--- config.mk ---
export PLATFORM = sky130hd
export DESIGN_NAME = bus_mapped_signed_divider
export DESIGN_NICKNAME = d
export VERILOG_FILES = /design/src/sv/bmsd_pkg.sv /design/src/sv/bmsd_regs.sv /design/src/sv/bmsd_div.sv /design/src/sv/bus_mapped_signed_divider.sv
export SDC_FILE = /design/constraint.sdc
export NUM_CORES = 1
export LEC_CHECK = 0
export BUFFER_PORTS_ARGS = -buffer_cell sky130_fd_sc_hd__buf_2
export CORE_UTILIZATION = 50
export DETAILED_ROUTE_END_ITERATION = 8
export GPL_TIMING_DRIVEN = 0
export PLACE_DENSITY = 0.72
export REMOVE_ABC_BUFFERS = 1
export SYNTH_ARGS = -nofsm -noshare
export SYNTH_HDL_FRONTEND = slang
export SYNTH_SLANG_ARGS = --single-unit
--- constraint.sdc ---
create_clock -name clk -period 10 [get_ports clk]
set_input_delay 0 -clock clk [delete_from_list [all_inputs] [get_ports clk]]
set_output_delay 0 -clock clk [all_outputs]
set_load 0.05 [all_outputs]
--- src/sv/bmsd_pkg.sv ---
`timescale 1ns / 1ps
// Shared types and constants for the bus-mapped signed divider.
// Used by the register file, the serial divider and the top level.
package bmsd_pkg;

	localparam int DATA_W       = 16;
	localparam int NUM_UNITS_DEF = 2;
	localparam int DIV_STEPS    = 32;
	localparam int CNT_W        = $clog2(DIV_STEPS);

	// Write register select, offset modulo 4
	localparam logic [1:0] WR_DIV_HIGH = 2'd0;
	localparam logic [1:0] WR_DIV_LOW  = 2'd1;
	localparam logic [1:0] WR_DIVISOR  = 2'd2;
	localparam logic [1:0] WR_NONE     = 2'd3;

	// Read register select, offset modulo 8
	localparam logic [2:0] RD_DIV_HIGH = 3'd0;
	localparam logic [2:0] RD_DIV_LOW  = 3'd1;
	localparam logic [2:0] RD_DIVISOR  = 3'd2;
	localparam logic [2:0] RD_RES_HIGH = 3'd4;
	localparam logic [2:0] RD_RES_LOW  = 3'd5;
	localparam logic [2:0] RD_STATUS   = 3'd6;

	localparam logic [DATA_W-1:0] FLAG_DIV_ZERO = 16'h4000;
	localparam logic [DATA_W-1:0] FLAG_SAT      = 16'h8000;
	localparam logic [DATA_W-1:0] NO_REG        = 16'hffff;
	localparam logic [DATA_W-1:0] SAT_POS       = 16'h7fff;
	localparam logic [DATA_W-1:0] SAT_NEG       = 16'h8000;
	localparam logic [31:0]       MAG_POS_MAX   = 32'd32767;
	localparam logic [31:0]       MAG_NEG_MAX   = 32'd32768;

	typedef struct packed {
		logic              we;
		logic [1:0]        sel;
		logic [DATA_W-1:0] data;
		logic [DATA_W-1:0] keep;
		logic              mode_we;
		logic              mode;
	} bmsd_wr_t;

	typedef struct packed {
		logic              res_we;
		logic              stat_we;
		logic [DATA_W-1:0] res_high;
		logic [DATA_W-1:0] res_low;
		logic [DATA_W-1:0] status;
	} bmsd_upd_t;

	typedef struct packed {
		logic [DATA_W-1:0] div_high;
		logic [DATA_W-1:0] div_low;
		logic [DATA_W-1:0] divisor;
		logic [DATA_W-1:0] res_high;
		logic [DATA_W-1:0] res_low;
		logic [DATA_W-1:0] status;
		logic              mode;
	} bmsd_view_t;

	typedef struct packed {
		logic              done;
		logic [31:0]       quo;
		logic [DATA_W-1:0] rem;
		logic              sat;
	} bmsd_div_res_t;

endpackage

--- src/sv/bmsd_regs.sv ---
`timescale 1ns / 1ps
// Register file of one divider unit: operands, results, status and mode.
// Depends on bmsd_pkg for the write, update and view structs.
module bmsd_regs (
	input  logic                clk,
	input  logic                arst_n,
	input  logic                wr_en,
	input  bmsd_pkg::bmsd_wr_t  wr,
	input  logic                upd_en,
	input  bmsd_pkg::bmsd_upd_t upd,
	output bmsd_pkg::bmsd_view_t view
);
	import bmsd_pkg::*;

	logic [DATA_W-1:0] div_high_q, div_low_q, divisor_q;
	logic [DATA_W-1:0] res_high_q, res_low_q, status_q;
	logic              mode_q;
	logic [DATA_W-1:0] merged;
	logic [DATA_W-1:0] old_word;

	always_comb begin
		case (wr.sel)
			WR_DIV_HIGH: old_word = div_high_q;
			WR_DIV_LOW:  old_word = div_low_q;
			WR_DIVISOR:  old_word = divisor_q;
			default:     old_word = '0;
		endcase
		merged = (old_word & wr.keep) | (wr.data & ~wr.keep);
	end

	always_ff @(posedge clk or negedge arst_n) begin
		if (!arst_n) begin
			div_high_q <= '0;
			div_low_q  <= '0;
			divisor_q  <= '0;
			res_high_q <= '0;
			res_low_q  <= '0;
			status_q   <= '0;
			mode_q     <= 1'b0;
		end else begin
			if (wr_en && wr.we) begin
				case (wr.sel)
					WR_DIV_HIGH: div_high_q <= merged;
					WR_DIV_LOW:  div_low_q  <= merged;
					WR_DIVISOR:  divisor_q  <= merged;
					default:     ;
				endcase
				if (wr.mode_we) mode_q <= wr.mode;
			end
			if (upd_en && upd.res_we) begin
				res_high_q <= upd.res_high;
				res_low_q  <= upd.res_low;
			end
			if (upd_en && upd.stat_we) status_q <= upd.status;
		end
	end

	assign view = '{div_high: div_high_q, div_low: div_low_q, divisor: divisor_q,
	                res_high: res_high_q, res_low: res_low_q, status: status_q,
	                mode: mode_q};

endmodule

--- src/sv/bmsd_div.sv ---
`timescale 1ns / 1ps
// Radix-2 restoring divider for signed 32/16, one quotient bit per cycle.
// Depends on bmsd_pkg for widths and the result struct.
module bmsd_div (
	input  logic                      clk,
	input  logic                      arst_n,
	input  logic                      start,
	input  logic [31:0]               dividend,
	input  logic [bmsd_pkg::DATA_W-1:0] divisor,
	output bmsd_pkg::bmsd_div_res_t   res
);
	import bmsd_pkg::*;

	logic              busy_q, done_q;
	logic [CNT_W-1:0]  cnt_q;
	logic [31:0]       dq_q;
	logic [DATA_W-1:0] rem_q;
	logic [DATA_W-1:0] dmag_q;
	logic              n_neg_q, q_neg_q;
	logic [DATA_W:0]   shifted;
	logic [DATA_W+1:0] diff;
	logic [31:0]       quo;

	assign shifted = {rem_q, dq_q[31]};
	assign diff    = {1'b0, shifted} - {2'b00, dmag_q};

	always_ff @(posedge clk or negedge arst_n) begin
		if (!arst_n) begin
			busy_q <= 1'b0;
			done_q <= 1'b0;
			cnt_q  <= '0;
		end else begin
			done_q <= 1'b0;
			if (start) begin
				busy_q <= 1'b1;
				cnt_q  <= '0;
			end else if (busy_q) begin
				cnt_q <= cnt_q + 1'b1;
				if (cnt_q == CNT_W'(DIV_STEPS - 1)) begin
					busy_q <= 1'b0;
					done_q <= 1'b1;
				end
			end
		end
	end

	// Datapath: take magnitudes on start, then shift one bit per cycle
	always_ff @(posedge clk) begin
		if (start) begin
			n_neg_q <= dividend[31];
			q_neg_q <= dividend[31] ^ divisor[DATA_W-1];
			dq_q    <= dividend[31] ? (32'd0 - dividend) : dividend;
			dmag_q  <= divisor[DATA_W-1] ? (DATA_W'(0) - divisor) : divisor;
			rem_q   <= '0;
		end else if (busy_q) begin
			rem_q <= diff[DATA_W+1] ? shifted[DATA_W-1:0] : diff[DATA_W-1:0];
			dq_q  <= {dq_q[30:0], ~diff[DATA_W+1]};
		end
	end

	assign quo = q_neg_q ? (32'd0 - dq_q) : dq_q;

	assign res = '{done: done_q,
	               quo:  quo,
	               rem:  n_neg_q ? (DATA_W'(0) - rem_q) : rem_q,
	               sat:  q_neg_q ? (dq_q > MAG_NEG_MAX) : (dq_q > MAG_POS_MAX)};

endmodule

--- src/sv/bus_mapped_signed_divider.sv ---
`timescale 1ns / 1ps
// Bus-mapped signed divider: NUM_UNITS register sets sharing one serial divider.
// Reads and writes that need no recompute go straight to the finish state; a
// write that recomputes loads the operands and, with a nonzero divisor, runs the
// shared divider, which produces one quotient bit per cycle, one item at a time.
// Asynchronous active-low reset clears all unit registers and the control state.
// Depends on bmsd_pkg, bmsd_regs and bmsd_div.
module bus_mapped_signed_divider #(
	parameter int NUM_UNITS = bmsd_pkg::NUM_UNITS_DEF
) (
	input  logic                          clk,
	input  logic                          arst_n,
	input  logic                          req_valid,
	output logic                          req_stall,
	input  logic                          opcode,
	input  logic                          unit,
	input  logic [3:0]                    reg_offset,
	input  logic [bmsd_pkg::DATA_W-1:0]   write_data,
	input  logic [bmsd_pkg::DATA_W-1:0]   keep_mask,
	output logic                          rsp_valid,
	input  logic                          rsp_stall,
	output logic [bmsd_pkg::DATA_W-1:0]   read_data
);
	import bmsd_pkg::*;

	localparam logic [1:0] ST_IDLE = 2'd0;
	localparam logic [1:0] ST_LOAD = 2'd1;
	localparam logic [1:0] ST_DIV  = 2'd2;
	localparam logic [1:0] ST_FIN  = 2'd3;

	logic [1:0]        state_q;
	logic              opcode_q, unit_q;
	logic [3:0]        offset_q;
	logic              rsp_valid_q;
	logic [DATA_W-1:0] read_data_q;

	logic              accept, unit_ok_in, write_go, out_free;
	bmsd_wr_t          wr;
	bmsd_upd_t         upd;
	bmsd_view_t        views [NUM_UNITS];
	bmsd_view_t        view;
	logic              unit_hit;
	logic              div_start;
	bmsd_div_res_t     div_res;
	logic [DATA_W-1:0] result_word;

	assign req_stall  = (state_q != ST_IDLE);
	assign accept     = req_valid && !req_stall;
	assign unit_ok_in = (32'(unit) < 32'(NUM_UNITS));
	assign write_go   = opcode && unit_ok_in && (reg_offset[1:0] != WR_NONE);
	assign out_free   = !rsp_valid_q || !rsp_stall;

	always_comb begin
		wr.we      = accept && write_go;
		wr.sel     = reg_offset[1:0];
		wr.data    = write_data;
		wr.keep    = keep_mask;
		wr.mode_we = reg_offset[3] &&
		             (reg_offset[1:0] == WR_DIV_LOW || reg_offset[1:0] == WR_DIVISOR);
		wr.mode    = reg_offset[2];
	end

	for (genvar i = 0; i < NUM_UNITS; i++) begin : g_unit
		bmsd_regs u_regs (
			.clk    (clk),
			.arst_n (arst_n),
			.wr_en  (32'(unit) == 32'(i)),
			.wr     (wr),
			.upd_en (32'(unit_q) == 32'(i)),
			.upd    (upd),
			.view   (views[i])
		);
	end

	always_comb begin
		view     = '0;
		unit_hit = 1'b0;
		for (int i = 0; i < NUM_UNITS; i++) begin
			if (32'(unit_q) == 32'(i)) begin
				view     = views[i];
				unit_hit = 1'b1;
			end
		end
	end

	assign div_start = (state_q == ST_LOAD) && (view.divisor != '0);

	bmsd_div u_div (
		.clk      (clk),
		.arst_n   (arst_n),
		.start    (div_start),
		.dividend ({view.div_high, view.div_low}),
		.divisor  (view.divisor),
		.res      (div_res)
	);

	// Result and status writeback of the addressed unit
	always_comb begin
		upd = '0;
		if (state_q == ST_LOAD && view.divisor == '0) begin
			upd.stat_we = 1'b1;
			upd.status  = FLAG_DIV_ZERO;
		end else if (state_q == ST_DIV && div_res.done) begin
			upd.stat_we = 1'b1;
			upd.res_we  = 1'b1;
			if (view.mode) begin
				upd.res_high = div_res.quo[31:16];
				upd.res_low  = div_res.quo[15:0];
				upd.status   = '0;
			end else begin
				// clamp by the operand signs: a positive 2^31 quotient has bit 31 set
				upd.res_high = div_res.sat ?
				               ((view.div_high[DATA_W-1] ^ view.divisor[DATA_W-1]) ?
				                SAT_NEG : SAT_POS)
				               : div_res.quo[15:0];
				upd.res_low  = div_res.rem;
				upd.status   = div_res.sat ? FLAG_SAT : '0;
			end
		end
	end

	always_comb begin
		if (opcode_q) begin
			result_word = '0;
		end else if (!unit_hit) begin
			result_word = NO_REG;
		end else begin
			case (offset_q[2:0])
				RD_DIV_HIGH: result_word = view.div_high;
				RD_DIV_LOW:  result_word = view.div_low;
				RD_DIVISOR:  result_word = view.divisor;
				RD_RES_HIGH: result_word = view.res_high;
				RD_RES_LOW:  result_word = view.res_low;
				RD_STATUS:   result_word = view.status;
				default:     result_word = NO_REG;
			endcase
		end
	end

	always_ff @(posedge clk or negedge arst_n) begin
		if (!arst_n) begin
			state_q     <= ST_IDLE;
			rsp_valid_q <= 1'b0;
		end else begin
			if (state_q == ST_FIN && out_free) begin
				rsp_valid_q <= 1'b1;
			end else if (!rsp_stall) begin
				rsp_valid_q <= 1'b0;
			end
			case (state_q)
				ST_IDLE: if (accept) state_q <= write_go ? ST_LOAD : ST_FIN;
				ST_LOAD: state_q <= (view.divisor == '0) ? ST_FIN : ST_DIV;
				ST_DIV:  if (div_res.done) state_q <= ST_FIN;
				ST_FIN: begin
					if (out_free) state_q <= ST_IDLE;
				end
				default: state_q <= ST_IDLE;
			endcase
		end
	end

	// Hold the accepted item and the pending result word
	always_ff @(posedge clk) begin
		if (accept) begin
			opcode_q <= opcode;
			unit_q   <= unit;
			offset_q <= reg_offset;
		end
		if (state_q == ST_FIN && out_free) read_data_q <= result_word;
	end

	assign rsp_valid = rsp_valid_q;
	assign read_data = read_data_q;

`ifndef SYNTHESIS
	a_done_in_div: assert property (@(posedge clk) disable iff (!arst_n)
		div_res.done |-> state_q == ST_DIV)
		else $error("divider finished outside the divide state");

	a_write_loads: assert property (@(posedge clk) disable iff (!arst_n)
		(accept && write_go) |=> state_q == ST_LOAD)
		else $error("recompute write did not start operand load");

	a_zero_keeps_results: assert property (@(posedge clk) disable iff (!arst_n)
		(upd.stat_we && upd.status == FLAG_DIV_ZERO) |-> !upd.res_we)
		else $error("zero divisor changed the results");

	a_rsp_from_fin: assert property (@(posedge clk) disable iff (!arst_n)
		$rose(rsp_valid_q) |-> $past(state_q) == ST_FIN)
		else $error("result presented without finishing an item");
`endif

endmodule
; Word level (Yosys, flattened, before mapping)
; Index checks and enable logic that the tools add are counted.
[word_totals]
regBits = 291
[op_classes]
add_sub_neg = 6
n_lt_le_gt_ge = 2
eq_ne = 16
mux = 37
n_bitwise = 10
n_reduce_logical = 35
[ops]
columns = cell, n
row1 = 2-to-1 mux 32 bit, 5
row2 = 2-to-1 mux 97 bit, 1
row3 = 2-to-1 mux 16 bit, 6
row4 = case mux 16 bit (3 select lines), 2
row5 = case mux 16 bit (6 select lines), 1
row6 = "subtractor 1 x 32 -> 32 bit, first input constant", 2
row7 = 2-to-1 mux 50 bit, 1
row8 = AND 16 bit, 3
row9 = 2-to-1 mux 48 bit, 1
row10 = "> comparator 32 x 15 -> 1 bit, second input constant", 1
row11 = "> comparator 32 x 16 -> 1 bit, second input constant", 1
row12 = OR 16 bit, 2
row13 = "subtractor 1 x 16 -> 16 bit, first input constant", 2
row14 = subtractor 17 x 16 -> 18 bit, 1
row15 = logical NOT 16 bit, 1
row16 = NOT 16 bit, 1
row17 = AND reduction 2 bit, 8
row18 = nonzero test 16 bit, 1
row19 = 2-to-1 mux 15 bit, 1
row20 = logical AND 1 bit, 14
row21 = 2-to-1 mux 1 bit, 12
row22 = 2-to-1 mux 5 bit, 2
row23 = "== test 3 bit, second input constant", 3
row24 = 2-to-1 mux 2 bit, 4
row25 = other kinds (17), 30

; Depth between registers and ports, before layout
; Gate-level depths: netlist of the first run.
[depth]
word_depth = 8
ltp_mapped = 17
mapped_depth_nobuf = 10

; Hierarchy
; A second synthesis of the first run with hierarchy kept.
[unflattened]
hier_cells = 1728
hier_area_um2 = 17514.3
[modules_own_cells]
columns = mod, instances, cells_per_inst, area_per_inst_um2
row1 = bmsd_regs, 2, 350, 4206.5
row2 = bmsd_div, 1, 633, 5515.3
row3 = bus_mapped_signed_divider, 1, 395, 3585.9

; Worst setup path after synthesis of the first run
; OpenSTA, ideal clock, no wires.
[synth_path]
path_type = reg-to-reg
startpoint = register unit_q
endpoint = register u_div.dq_q[0] (enable)
t_arrival_ns = 3.545
required_ns = 9.522
slack_ns = 5.978
stages_incl_launch_ff = 16
path_buffers = 8
period_less_slack_ns = 4.022
path_cell_list = edfxtp_1 buf_6 buf_8 buf_6 buf_6 buf_6 buf_2 mux2_2 inv_1 ha_1 o21ai_0 or4_4 o21ai_4 buf_4 buf_4 nand2_1
[synth_via]
elab_chain_cells = 4
[synth_lines]
columns = element, line_no
row1 = start: declaration, bus_mapped_signed_divider.sv:32  ; logic opcode_q, unit_q;
row2 = start signal: assignment, bus_mapped_signed_divider.sv:166  ; unit_q <= unit;
row3 = 2-to-1 mux 97 bit, bus_mapped_signed_divider.sv:79  ; if (32'(unit_q) == 32'(i)) begin
row4 = "net u_div.divisor, one bit", bmsd_div.sv:9  ; input logic [bmsd_pkg::DATA_W-1:0] divisor,
row5 = nonzero test 16 bit, bus_mapped_signed_divider.sv:86  ; assign div_start = (state_q == ST_LOAD) && (view.divisor != '0);
row6 = logical AND 1 bit, bus_mapped_signed_divider.sv:86
row7 = nonzero test 2 bit (no source line), -
row8 = end signal: assignment, bmsd_div.sv:52  ; dq_q <= dividend[31] ? (32'd0 - dividend) : dividend;
row9 = end signal: assignment, bmsd_div.sv:57  ; dq_q <= {dq_q[30:0], ~diff[DATA_W+1]};
row10 = end: declaration, bmsd_div.sv:16  ; logic [31:0] dq_q;
; The timed path passes the listed nets, and every way through them passes these cells.
; A chain may end at the register's enable or synchronous reset.

; Worst setup path after layout of the first run
[layout_path]
startpoint = register unit_q
endpoint = register u_div.dq_q[1] (enable)
[layout_via]
elab_chain_cells = 4
[layout_lines]
columns = element, line_no
row1 = 2-to-1 mux 97 bit, bus_mapped_signed_divider.sv:79
row2 = nonzero test 16 bit, bus_mapped_signed_divider.sv:86
row3 = logical AND 1 bit, bus_mapped_signed_divider.sv:86
row4 = nonzero test 2 bit (no source line), -
; Every way passes these cells.

==> metrics.yaml, run 1 <==
outcome:
  status: "finished with violations"
  violations: "hold timing"
synth:
  seq_area_frac_synth_pct: 43.3
  yosys-top-cells-count: "nor2_1, dfrtp_1, nand2_1"
  synth_largest_area_cell: "dfrtp_1"
  synth_top_area_share_pct: 27.8
  synth_edf_count: 71
  ys_types: 84
  syn_inst: 1673
  synthTopCellsByArea: "dfrtp_1, edfxtp_1, o21ai_0"
  synthFlopType: "dfrtp_1"
  synth_seq_cells: 263
  syn_avg_cell_area_um2: 9.47
  synth-warning-count: 0
  synth_area_um2: 15800
  yosysMostFrequentCell: "nor2_1"
  synth-async-reset-ratio_pct: 66.9
drt:
  vias_per_cell: 6.23
  drt_iter0_markers: 1474
  drc: 0
  routedWlPerCell_um: 21.2
  first_pass_iters: 8
  route.vias.total: 13389
  drt_wl_total_mm: 45.7
  drtAntennaViolNets: 0
clock_tree:
  cts_buffers: 31
  clkSinkCount: 263
  cts_buffer_depth: 3
  h-tree-depth: 1
  cts_tree: "built"
  worstSkewPairLatency_ns: 0.58
  clk_pin_slew_ns: 0.06
  root_buffer: "clkbuf_16"
  post_cts_resize_count: 0
floorplanning:
  row_count: 64
  io_pins: 60
  start_util_pct: 51.3
  dieArea_um2: 32400
  die_height_um: 180
  core_um2: 30900
  die_x_um: 180
timing:
  finalCritPeriodShare_pct: 47.2
  rsz0062_at_grt: "false"
  final-hold-violation-count: 6
  fin_skew_ns: 0.0291
  holdWs_ns: -0.0161
  max-slew-margin-rel_pct: 2.78
  setup_violations: 0
  finalSetupTns_ns: 0
  finalCriticalPeriod_ns: 4.72
  max_freq_ghz: 0.212
  worst_pin_slew_ns: 1.46
  slew_viol_final: 0
placement:
  placed_area_um2: 16500
  dp.cells: 2039
  routabilityCongestion: 0.986
  hpwl_mm: 31.8
  io_buffers: 59
final_layout:
  n_antenna_cell: 0
  final_cell_area_um2: 18100
  stdcell_count: 2149
  fillers: 2639
  drive_gt1_share_pct: 12.8
  nets: 1805
  syn_to_final_growth_pct: 14.1
  finish.utilization_pct: 58.5
power_and_ir_drop:
  p_per_area_nw_per_um2: 312
  totalPowerFinal_mw: 5.64
  leakagePower_nw: 7.66
  peakVddDrop_v: 0.000201
critical_path:
  crit-reg2reg-launch: "unit_q"
  timing.rr.end: "u_div.dq_q[1]"
  critPathKind: "flop to flop"
  ff2ff_path_depth: 9
  critPathRequiredTime_ns: 10.32
  cp-start-kind: "flop"
  critPathCaptureType: "flop"
  cp_max_fo: 33
  cp.arrival_ns: 5.04
  reg2reg_slack_ns: 5.28
global_route:
  grt_first_pass_wirelength_mm: 72.8
  grt_overflow_total: 0
  antenna_found_initial: 0
  grt_pass1_vias: 12938
  grt_usage_pct: 28.3
  grt_max_degree: 105
worst_hold_path:
  hold_class: "input port to asynchronous set/reset pin"
run:
  drv_cap: 0
==> metal layers <==
metal	track usage [%]	wire length [um]	vias to the layer above
met3	5.11	3920	100
met2	44.5	20600	615
met4	10.8	1740	0
met5	0	0	-
met1	38.9	19400	6461
li1	-	-	6213
==> timing repair <==
| item | in CTS | in global routing |
|---|---|---|
| hold buffers | 54 | 0 |
| setup buffers | 0 | 0 |
| hold endpoints to repair | 301 | 0 |
| endpoints found under the setup margin | 0 | 0 |
==> kinds of logic (layout without fill, tap and decap cells) <==
family	count (synthesis)	in the layout	synth area share (%)
AOI/OAI and AO/OA	488	488	20.2
xor gates and xnor gates	100	100	5.53
adders and majority gates	33	33	2.65
buffers and inverters	145	225	4.16
DFF	263	263	43.3
muxes	126	126	8.65
and+or+nand+nor	518	518	15.6
==> power breakdown <==
group	switching (mW)	internal, mW
Clock	0.454	0.697
Combinational	1.57	1.03
Sequential	0.420	1.47
Total	2.44	3.20
==> critical path, stage by stage, from the launching register on <==
cell and delay, ns:
edfxtp_1 0.75, buf_16 0.25, buf_16 0.19, buf_16 0.18, nor4b_2 0.24, o22ai_1 0.26, or4_4 0.60, o21ai_4 0.80
nand2_1 0.74, buf_16 0.39
==> state kept, by name, summed over array words and instances (netlist names), 4 cells and up <==
signal,cells
g_unit.u_regs.div_high_q,32
g_unit.u_regs.div_low_q,32
g_unit.u_regs.divisor_q,32
g_unit.u_regs.res_high_q,32
g_unit.u_regs.res_low_q,32
g_unit.u_regs.status_q,4
read_data,16
u_div.cnt_q,5
u_div.dmag_q,16
u_div.dq_q,32
u_div.rem_q,16
==> through the flow <==
stage	hold slack, ns	setup WS, ns
final	-0.0161	5.28
after detailed placement	0.0141	5.33
after global routing	0.0557	5.03
after floorplan	-0.296	3.55
after CTS	0.0258	5.30
after global placement	0.200	1.05
==> how the worst max path moves through the flow <==
stage / from / endpoint / slack [ns] / cells past startpoint
floorplan: unit_q / u_div.dq_q[0] / 3.55 / 7
global placement: unit_q / g_unit[1].u_regs.res_low_q[4] / 1.05 / 5
detailed placement: unit_q / u_div.dq_q[20] / 5.33 / 9
CTS: unit_q / u_div.dq_q[1] / 5.30 / 9
global route: unit_q / u_div.dq_q[1] / 5.03 / 9
finish: unit_q / u_div.dq_q[1] / 5.28 / 9
==> cells in the final DEF, fill, tap and decap left out, types with 11 or more instances in the layout <==
cell type,Yosys,layout
o31ai_1,21,21
clkbuf_1,66,11
o21a_1,20,20
dfrtp_1,176,176
clkbuf_16,0,32
a222oi_1,32,32
nor2_1,177,176
mux2_2,52,52
dfxtp_1,16,16
mux2_1,14,14
inv_1,38,38
nor2b_1,25,25
nand3_1,15,15
dlygate4sd3_1,0,54
o21ai_0,152,151
mux2i_1,55,54
o21ai_1,26,27
ha_1,32,30
nor3_1,24,24
xnor2_1,51,51
buf_2,22,58
nand2_1,170,170
a221oi_1,34,34
a31oi_1,12,12
a21oi_1,106,106
edfxtp_1,71,71
xor2_1,49,49
nand2b_1,31,31
==> cell type report <==
| class | count | area [um2] | area share [%] |
|---|---|---|---|
| flip-flops and latches | 263 | 6860 | 37.9 |
| clock buffers | 48 | 911 | 5.04 |
| inverters | 40 | 150 | 0.831 |
| repair buffers | 129 | 1190 | 6.57 |
| well taps | 396 | 495 | 2.74 |
| multi-input cells | 1265 | 8360 | 46.2 |
| clock inverters | 8 | 116 | 0.644 |
Note: power is estimated with default switching activity, not from simulation.
==> inputs of run 2 (changes only) <==
Clock period 10 ns to 4.4 ns, I/O delays scaled along.
==> run 2 against run 1 <==
The flow still finishes with violations (hold timing); count of clock-buffer cells in the layout unchanged; final area up 0.15%; via count up 1.2%; total power up 130%; final cell count up 0.14%; fmax up 15%; sequential share of layout area down 0.055 points; critical endpoint is now g_unit[1].u_regs.res_high_q[10]; largest power group unchanged; highest routed layer unchanged.
==> metrics.yaml, run 2 (synthesis gave the netlist of run 1 again) <==
drt:
  first_pass_iters: 6
  top_layer_used: "met4"
  drt_wl_total_mm: 46.1
  wl_met2_mm: 20.8
  drtAntennaViolNets: 0
  drt-met1-wl_mm: 19.5
  routedWlPerCell_um: 21.4
  route.vias.total: 13545
  drc: 0
  drt_iter0_markers: 1410
  wl_met3_mm: 4.12
  vias_per_cell: 6.29
clock_tree:
  root_buffer: "clkbuf_16"
  worstSkewPairLatency_ns: 0.59
  cts_buffer_depth: 3
  h-tree-depth: 1
  clk_pin_slew_ns: 0.06
  clkSinkCount: 263
  cts_buffers: 31
  cts_tree: "built"
final_layout:
  layout_common_cells: "nor2_1, dfrtp_1, nand2_1, o21ai_0, a21oi_1"
  syn_to_final_growth_pct: 14.2
  fillers: 2637
  drive_gt1_share_pct: 13.0
  nets: 1808
  stdcell_count: 2152
  finish.utilization_pct: 58.6
  n_antenna_cell: 0
timing:
  holdWs_ns: -0.0179
  fin_skew_ns: 0.0302
  final-hold-violation-count: 7
  finalCritPeriodShare_pct: 93.6
  setup_slack_ns: 0.280
  max-slew-margin-rel_pct: 3.60
  slew_viol_final: 0
  worst_pin_slew_ns: 1.45
  finalCriticalPeriod_ns: 4.12
  setup_violations: 0
  max_freq_ghz: 0.243
  rsz0062_at_grt: "false"
placement:
  routabilityCongestion: 0.986
  dp.cells: 2039
  hpwl_mm: 31.8
  io_buffers: 59
  place_ws_ns: -0.270
floorplanning:
  row_count: 64
  die_x_um: 180
  core_um2: 30900
  dieArea_um2: 32400
  die_height_um: 180
  io_pins: 60
  start_util_pct: 51.3
critical_path:
  cp_max_fo: 26
  ff2ff_path_depth: 11
  cp.arrival_ns: 4.56
  critPathKind: "flop to flop"
  critPathCaptureType: "flop"
  critPathRequiredTime_ns: 4.84
  cp-start-kind: "flop"
power_and_ir_drop:
  peakVddDrop_v: 0.000457
  switching_share_pct: 43.4
  p_per_area_nw_per_um2: 712
  clock_power_share_pct: 20.3
  p_comb_share_pct: 46.3
  p_int_mw: 7.29
  seqPwrFrac_pct: 33.4
  power.switching_mw: 5.59
  leakagePower_nw: 7.67
global_route:
  grt_overflow_total: 0
  grt_usage_pct: 28.5
  grt_max_degree: 105
  grt_pass1_vias: 12998
  grt_first_pass_wirelength_mm: 73.3
  antenna_found_initial: 0
worst_hold_path:
  hold_class: "input port to asynchronous set/reset pin"
run:
  drv_cap: 0
outcome:
  violations: "hold timing"
  status: "finished with violations"
==> run 2: cell count changes in the layout (fill, tap and decap cells not counted), sizes merged <==
cell | previous run | this run
buf | 75 | 77
o21ai | 188 | 189
==> run 2: repair_timing <==
| item | 4_1_cts | 5_1_grt |
|---|---|---|
| endpoints found under the hold margin | 301 | 0 |
| gates cloned | 1 | 0 |
| endpoints found under the setup margin | 33 | 2 |
| resized for setup | 1 | 0 |
| pin swaps | 1 | 1 |
| buffers inserted | 0 | 2 |
| hold buffers | 54 | 0 |
==> run 2: final cells by class <==
| class | count | area, um2 | area share, % |
|---|---|---|---|
| Tap cell | 396 | 495 | 2.74 |
| Inverter | 40 | 150 | 0.829 |
| Clock inverter | 8 | 116 | 0.643 |
| Clock buffer | 48 | 911 | 5.03 |
| Sequential cell | 263 | 6860 | 37.9 |
| Timing Repair Buffer | 131 | 1200 | 6.64 |
| Multi-Input combinational cell | 1266 | 8370 | 46.2 |
==> run 2: metal layers <==
metal	vias up	GRT usage [%]
met5	-	0
met1	6591	39.0
li1	6222	-
met4	0	11.2
met3	102	5.52
met2	630	44.7
==> run 2: metrics by stage <==
step	area (um2)	TNS, ns	power, mW
6_report	18100	0	12.9
4_1_cts	18100	0	12.7
5_1_grt	18100	0	13.6
2_1_floorplan	15300	-259.18	8.26
3_3_place_gp	16100	-689.64	9.82
3_5_place_dp	16500	-5.97	10.0
==> run 2: critical path: stages, from the launching register on <==
cell	delay (ns)
edfxtp_1	0.75
buf_16	0.25
buf_16	0.19
buf_16	0.19
nor4b_2	0.25
o22ai_1	0.26
nor4_1	0.32
nand4bb_1	0.40
nand4_1	0.54
buf_8	0.25
buf_8	0.19
mux2_1	0.34
==> run 2: path summary, 6_finish.rpt <==
kind | from | to | slack (ns)
hold / removal | arst_n | g_unit[1].u_regs.res_high_q[5] | -0.02
min in group clk | opcode | opcode_q | 0.17
setup / recovery | unit_q | g_unit[1].u_regs.res_high_q[10] | 0.28
hold reg to reg | g_unit[0].u_regs.res_low_q[0] | g_unit[0].u_regs.res_low_q[0] | 0.49
max in group asynchronous | arst_n | g_unit[0].u_regs.div_low_q[2] | 3.51
setup reg to reg | unit_q | g_unit[1].u_regs.res_high_q[10] | 0.28
==> run 2: power by group through the flow <==
stage	registers [mW]	logic [mW]	clock network [mW]
detailed placement	4.30	5.75	0
floorplan	4.15	4.10	0
CTS	4.26	5.85	2.63
global placement	4.32	5.49	0
global route	4.38	6.52	2.74
finish	4.31	5.96	2.61
